`src/lppp_fifo.sv`:
```
// ============================================================================
// lppp_fifo - small register queue
// First-word-fall-through queue; push only when not full.
// ============================================================================
module lppp_fifo #(
    parameter int WIDTH = 8,
    parameter int DEPTH = 4
) (
    input  logic             i_clk,
    input  logic             i_rst_n,
    input  logic             i_push,
    input  logic [WIDTH-1:0] i_data,
    output logic             o_full,
    input  logic             i_pop,
    output logic [WIDTH-1:0] o_data,
    output logic             o_empty
);
    localparam int AW = (DEPTH > 1) ? $clog2(DEPTH) : 1;

    logic [WIDTH-1:0] r_mem [DEPTH];
    logic [AW-1:0]    r_wp, r_rp, n_wp, n_rp;
    logic [AW:0]      r_cnt, n_cnt;
    logic             w_push, w_pop;

    assign w_push  = i_push && !o_full;
    assign w_pop   = i_pop && !o_empty;
    assign o_full  = (r_cnt == (AW+1)'(DEPTH));
    assign o_empty = (r_cnt == '0);
    assign o_data  = r_mem[r_rp];

    always_comb begin
        n_wp  = (r_wp == AW'(DEPTH - 1)) ? '0 : r_wp + 1'b1;
        n_rp  = (r_rp == AW'(DEPTH - 1)) ? '0 : r_rp + 1'b1;
        n_cnt = r_cnt;
        if (w_push && !w_pop) begin
            n_cnt = r_cnt + 1'b1;
        end else if (w_pop && !w_push) begin
            n_cnt = r_cnt - 1'b1;
        end
    end

    always_ff @(posedge i_clk) begin
        if (!i_rst_n) begin
            r_wp  <= '0;
            r_rp  <= '0;
            r_cnt <= '0;
        end else begin
            if (w_push) r_wp <= n_wp;
            if (w_pop)  r_rp <= n_rp;
            r_cnt <= n_cnt;
        end
    end

    always_ff @(posedge i_clk) begin
        if (w_push) begin
            r_mem[r_wp] <= i_data;
        end
    end

endmodule

```
`config.mk`:
```
export PLATFORM = sky130hd
export DESIGN_NAME = lppp_fifo
export DESIGN_NICKNAME = d
export VERILOG_FILES = /design/src/lppp_fifo.sv
export SDC_FILE = /design/constraint.sdc
export NUM_CORES = 1
export LEC_CHECK = 0
export ABC_AREA = 1
export BUFFER_PORTS_ARGS = -buffer_cell sky130_fd_sc_hd__buf_2
export CORE_ASPECT_RATIO = 1.5
export CORE_MARGIN = 10
export CORE_UTILIZATION = 60
export CTS_BUF_LIST = sky130_fd_sc_hd__clkbuf_16
export DETAILED_ROUTE_END_ITERATION = 8
export PLACE_DENSITY = 0.82
export RECOVER_POWER = 100
export SYNTH_ARGS = -nofsm -noshare
export SYNTH_HDL_FRONTEND = slang
export SYNTH_SLANG_ARGS = --single-unit
```
`constraint.sdc`:
```
create_clock -name i_clk -period 3.9 [get_ports i_clk]
set_clock_uncertainty 0.2 [all_clocks]
set_input_delay 0.39 -clock i_clk [delete_from_list [all_inputs] [get_ports i_clk]]
set_output_delay 0.39 -clock i_clk [all_outputs]
set_load 0.01 [all_outputs]
```
Yosys cells after proc, flatten, opt, wreduce, memory -nomap -nowiden:

Memories as Yosys holds them, arrays and structs flattened. A register that Yosys moved wholly into a read port is not among the register bits.
Cells that the tools add are included.

* memories kept: 1
* RAM bits: 32
* output and inout port bits: 10
* word-level logic and storage cells: 29
* bits in registers: 7

Memory list
* r_mem: depth 4, width 8, read ports 1, clocked after Yosys merged registers in 1, wr ports 1, RTL line 20 `logic [WIDTH-1:0] r_mem [DEPTH];`

* add/subtract/negate cells: 4
* reductions and logical operators: 10
* eq/ne operators: 3
* muxes and demuxes: 8

Operator list (count)
* 2-to-1 mux 2 bit: 4
* 2-to-1 mux 3 bit: 2
* adder 2 x 1 -> 2 bit (second input constant): 2
* == test 2 bit (second input constant): 2
* logical AND 1 bit: 4
* zero test 1 bit: 4
* adder 3 x 1 -> 3 bit (second input constant): 1
* == test 3 bit (second input constant): 1
* zero test 3 bit: 1
* subtractor 3 x 1 -> 3 bit (second input constant): 1
* 2-to-1 mux 1 bit: 2
* nonzero test 2 bit: 1

Logic depth before layout (Yosys ltp):

* depth in word-level cells: 7
* gate-level depth with buffers: 13
* gate-level depth less buffers: 13

Worst setup path after synthesis:

No wires, ideal clock.

* path type: reg-to-reg
* from: reg r_cnt[1]
* to: reg r_cnt[1]
* stages on the path, launching flop included: 10
* path buffers: 0
* data required time: 3.584 ns
* period minus slack after synthesis: 1.890 ns
* slack: 2.010 ns
* setup time: 0.116 ns
* data arrival time: 1.574 ns
* cells stage by stage: dfxtp_1 -> nor2_1 -> nand2_1 -> nand2_2 -> inv_1 -> ha_1 -> inv_1 -> fa_1 -> o21ai_0 -> nor2_1

RTL lines
* start, declared: RTL line 22 `logic [AW:0] r_cnt, n_cnt;`
* start signal, assigned: RTL line 50 `r_cnt <= n_cnt;`
* == test 3 bit: RTL line 27 `assign o_full = (r_cnt == (AW+1)'(DEPTH));`
* zero test 1 bit: RTL line 25 `assign w_push = i_push && !o_full;`
* logical AND 1 bit: RTL line 25
* via w_push: RTL line 23 `logic w_push, w_pop;`
* logical AND 1 bit: RTL line 35 `if (w_push && !w_pop) begin`
* 2-to-1 mux 3 bit: RTL line 35
* via n_cnt[1]: RTL line 22

The timed path passes the listed nets, and every way through them passes these cells. The select of a mux whose other input is x is not followed.
A chain may end at the register's enable or synchronous reset.

==> flow_summary.yaml <==
sta:
  fmax_mhz: 407
  timing.setup.tns_ns: 0
  setup_violations: 0
  layout_min_cycle_time_ns: 2.46
  maxSlewViolCount: 0
  tightestPinTransition_ns: 0.755
  timing.max_slew.rel_slack_pct: 49.5
  layout_setup_ws_ns: 1.44
  hold-worst-slack_ns: 0.165
  timing_hold_violations_final: 0
  grt_setup_unrepaired: "false"
  timing.final.crit_share_pct: 63.0
detailed_routing:
  met2_wirelength_mm: 1.65
  highest_layer: "met4"
  drt_first_pass_iters: 4
  viasPerCell: 5.36
  post-route-drc-count: 0
  met3_length_um: 180
  avgRoutedWirePerCell_um: 14.5
  route.layer.met1.wl_mm: 1.20
  drt-total-wl_mm: 3.08
  drt.antenna.violating_nets: 0
  drt_iter0_drc: 46
  via_count: 1136
grt:
  gr-total-overflow: 0
  vias_in_the_first_global_route: 1147
  grt_max_degree: 18
  track_usage_pct: 11.7
  number_of_antenna_violations_at_the_first_check_in_global_routing: 0
  grt_first_pass_wirelength_mm: 4.96
cells_and_area:
  fraction_of_final_layout_cells_with_drive_strength_greater_than_1_pct: 8.57
  final_net_count: 193
  fillCellCount: 211
  most-common-layout-cells: "nor2_1, edfxtp_1, inv_1, clkbuf_1"
  areaGrowthSynthToFinish_pct: 15.9
  finalCoreUtilization_pct: 72.5
  post_route_cell_area_um2: 1960
  insertedDiodeCount: 0
  leading_cell_type_in_the_layout_fill_and_taps_excluded: "nor2_1"
setup_path:
  critPathKind: "flip-flop to primary output"
  crit_required_ns: 3.31
  worstPathArrival_ns: 1.87
  critical_path.startpoint_type: "flip-flop"
  critical_path.top_delay_family: "flip-flops"
  worst_setup_path_end_kind: "primary output"
  path_max_fanout: 17
  worstPathCellList: "inv_1 > o21ai_0 > o22ai_1 > clkbuf_1"
  worst-path-buf-inv: 2
  timing.critical_path.slowest_cell_delay_ns: 0.67
  crit_path_top_delay_cell: "dfxtp_1"
clock_tree:
  clock_tree_from_tritoncts: "yes"
  clock_input_transition_at_the_sequential_cells_of_the_worst_setup_and_hold_paths_ns: 0.06
  numCtsBuffers: 5
  cts.sinks: 41
  hold_buffer_count_at_cts: 0
  cts.htree.levels: 2
  clock_insertion_delay_worst_skew_ns: 0.28
  ctsResizeCount: 0
  cts_max_path_buffers: 2
  clock_tree.root_cell: "clkbuf_16"
  post_cts_buffers: 0
logic_synthesis:
  post-synth-top-area-cell: "edfxtp_1"
  seq_area_frac_synth_pct: 67.4
  yosys.cell_types.count: 18
  synth_warnings: 0
  postSynthRegisterBits: 41
  syn_inst: 148
  synth.net_count: 167
  synth.top_cells.by_area: "edfxtp_1, dfxtp_1, nor2_1, ha_1, o21ai_0"
  synth.avg_cell_area_um2: 11.4
  syn-cell-area_um2: 1690
  synth.top_cell.area_share_pct: 56.8
worst_hold_path:
  hold_class: "input port to flip-flop"
job:
  timing.max_cap.violations: 0
die:
  die_area_um2: 5390
  std_cell_rows: 23
  io-pin-count: 22
  core_area_um2: 2710
  floorplan.initialDensity_pct: 62.6
  die-width_um: 63.4
  chip_height_um: 85.1
placement:
  gpl.final_weighted_congestion: 0.813
  place_ws_ns: 1.85
  portBuffers: 21
  dpl_cell_area_um2: 1820
  total_half_perimeter_wirelength_after_legalization_and_detailed_placement_mm: 2.16
power:
  p_leak_nw: 0.763
  power.density_nw_per_um2: 721
  worst_ir_drop_vdd_uv: 603
outcome:
  run_status: "finished, final reports clean"
-- worst paths after layout --
check                          endpoint             startpoint  cells past startpoint  slack (ns)
setup / recovery              o_data[2]              flip-flop                      4        1.44
hold / removal    r_mem[0][1]$_DFFE_PP_              i_data[1]                      1        0.16
setup reg to reg  r_cnt[1]$_SDFFE_PN0P_  r_cnt[1]$_SDFFE_PN0P_                      9        1.77
hold reg to reg   r_cnt[0]$_SDFFE_PN0P_  r_cnt[0]$_SDFFE_PN0P_                      2        0.32
-- through the flow --
step / std cells / total power [mW]
finish: 212 / 1.41
global route: 212 / 1.50
CTS: 212 / 1.44
detailed placement: 204 / 1.01
global placement: 204 / 0.979
floorplan: 148 / 0.876
-- Yosys cell counts --
library cell,count
nand2_1,14
nand4_1,1
nand3b_1,1
nand2_2,1
edfxtp_1,32
dfxtp_1,9
ha_1,6
nor2_1,33
fa_1,1
inv_1,18
o21ai_2,3
o21ai_0,14
nand3_1,1
buf_6,2
o22ai_1,8
inv_2,1
a21oi_1,2
o21ai_1,1
-- area by class of cell --
cell class	count	area [um2]	area share (%)
clock buffers	6	150	7.65
clock inverters	2	16.3	0.829
flip-flops and latches	41	1140	58.2
repair buffers	21	85.1	4.34
inverters	19	71.3	3.64
multi-input cells	86	452	23.0
well taps	37	46.3	2.36
-- worst register-to-register path, cell delays in order, from the launching register on --
cell     delay, ns
dfxtp_1       0.34
nor2_1        0.14
nand2_1       0.12
nand2_1       0.19
inv_1         0.07
ha_1          0.21
inv_1         0.09
fa_1          0.41
o21ai_0       0.18
nor2_1        0.07
-- logic make-up (layout without fill, tap and decap cells) --
| group | after synthesis | after routing | share of synthesized area [%] |
|---|---|---|---|
| AOI/OAI and AO/OA | 28 | 28 | 9.53 |
| adders and majority gates | 7 | 7 | 5.62 |
| buffers and inverters | 21 | 48 | 5.54 |
| DFF | 41 | 41 | 67.4 |
| and+or+nand+nor | 51 | 51 | 11.9 |
-- routing by layer --
layer / track usage [%] / up-vias
met5: 0 / -
met4: 5.99 / 0
met3: 4.08 / 7
met2: 21.7 / 35
met1: 10.9 / 543
li1: - / 551
-- registers in the layout, indices dropped and copies added, names as in the netlist, named ones only --
name,count
r_cnt,3
r_rp,2
r_mem,32
r_wp,2
-- power by group --
group | total [mW] | switching, mW | leakage (nW) | internal [mW]
sequential | 0.602 | 0.0571 | 0.368 | 0.545
clock | 0.435 | 0.159 | 0.0782 | 0.276
combinational | 0.378 | 0.246 | 0.317 | 0.132
total | 1.41 | 0.462 | 0.763 | 0.952
No activity file was read; power rests on OpenSTA's default activity.
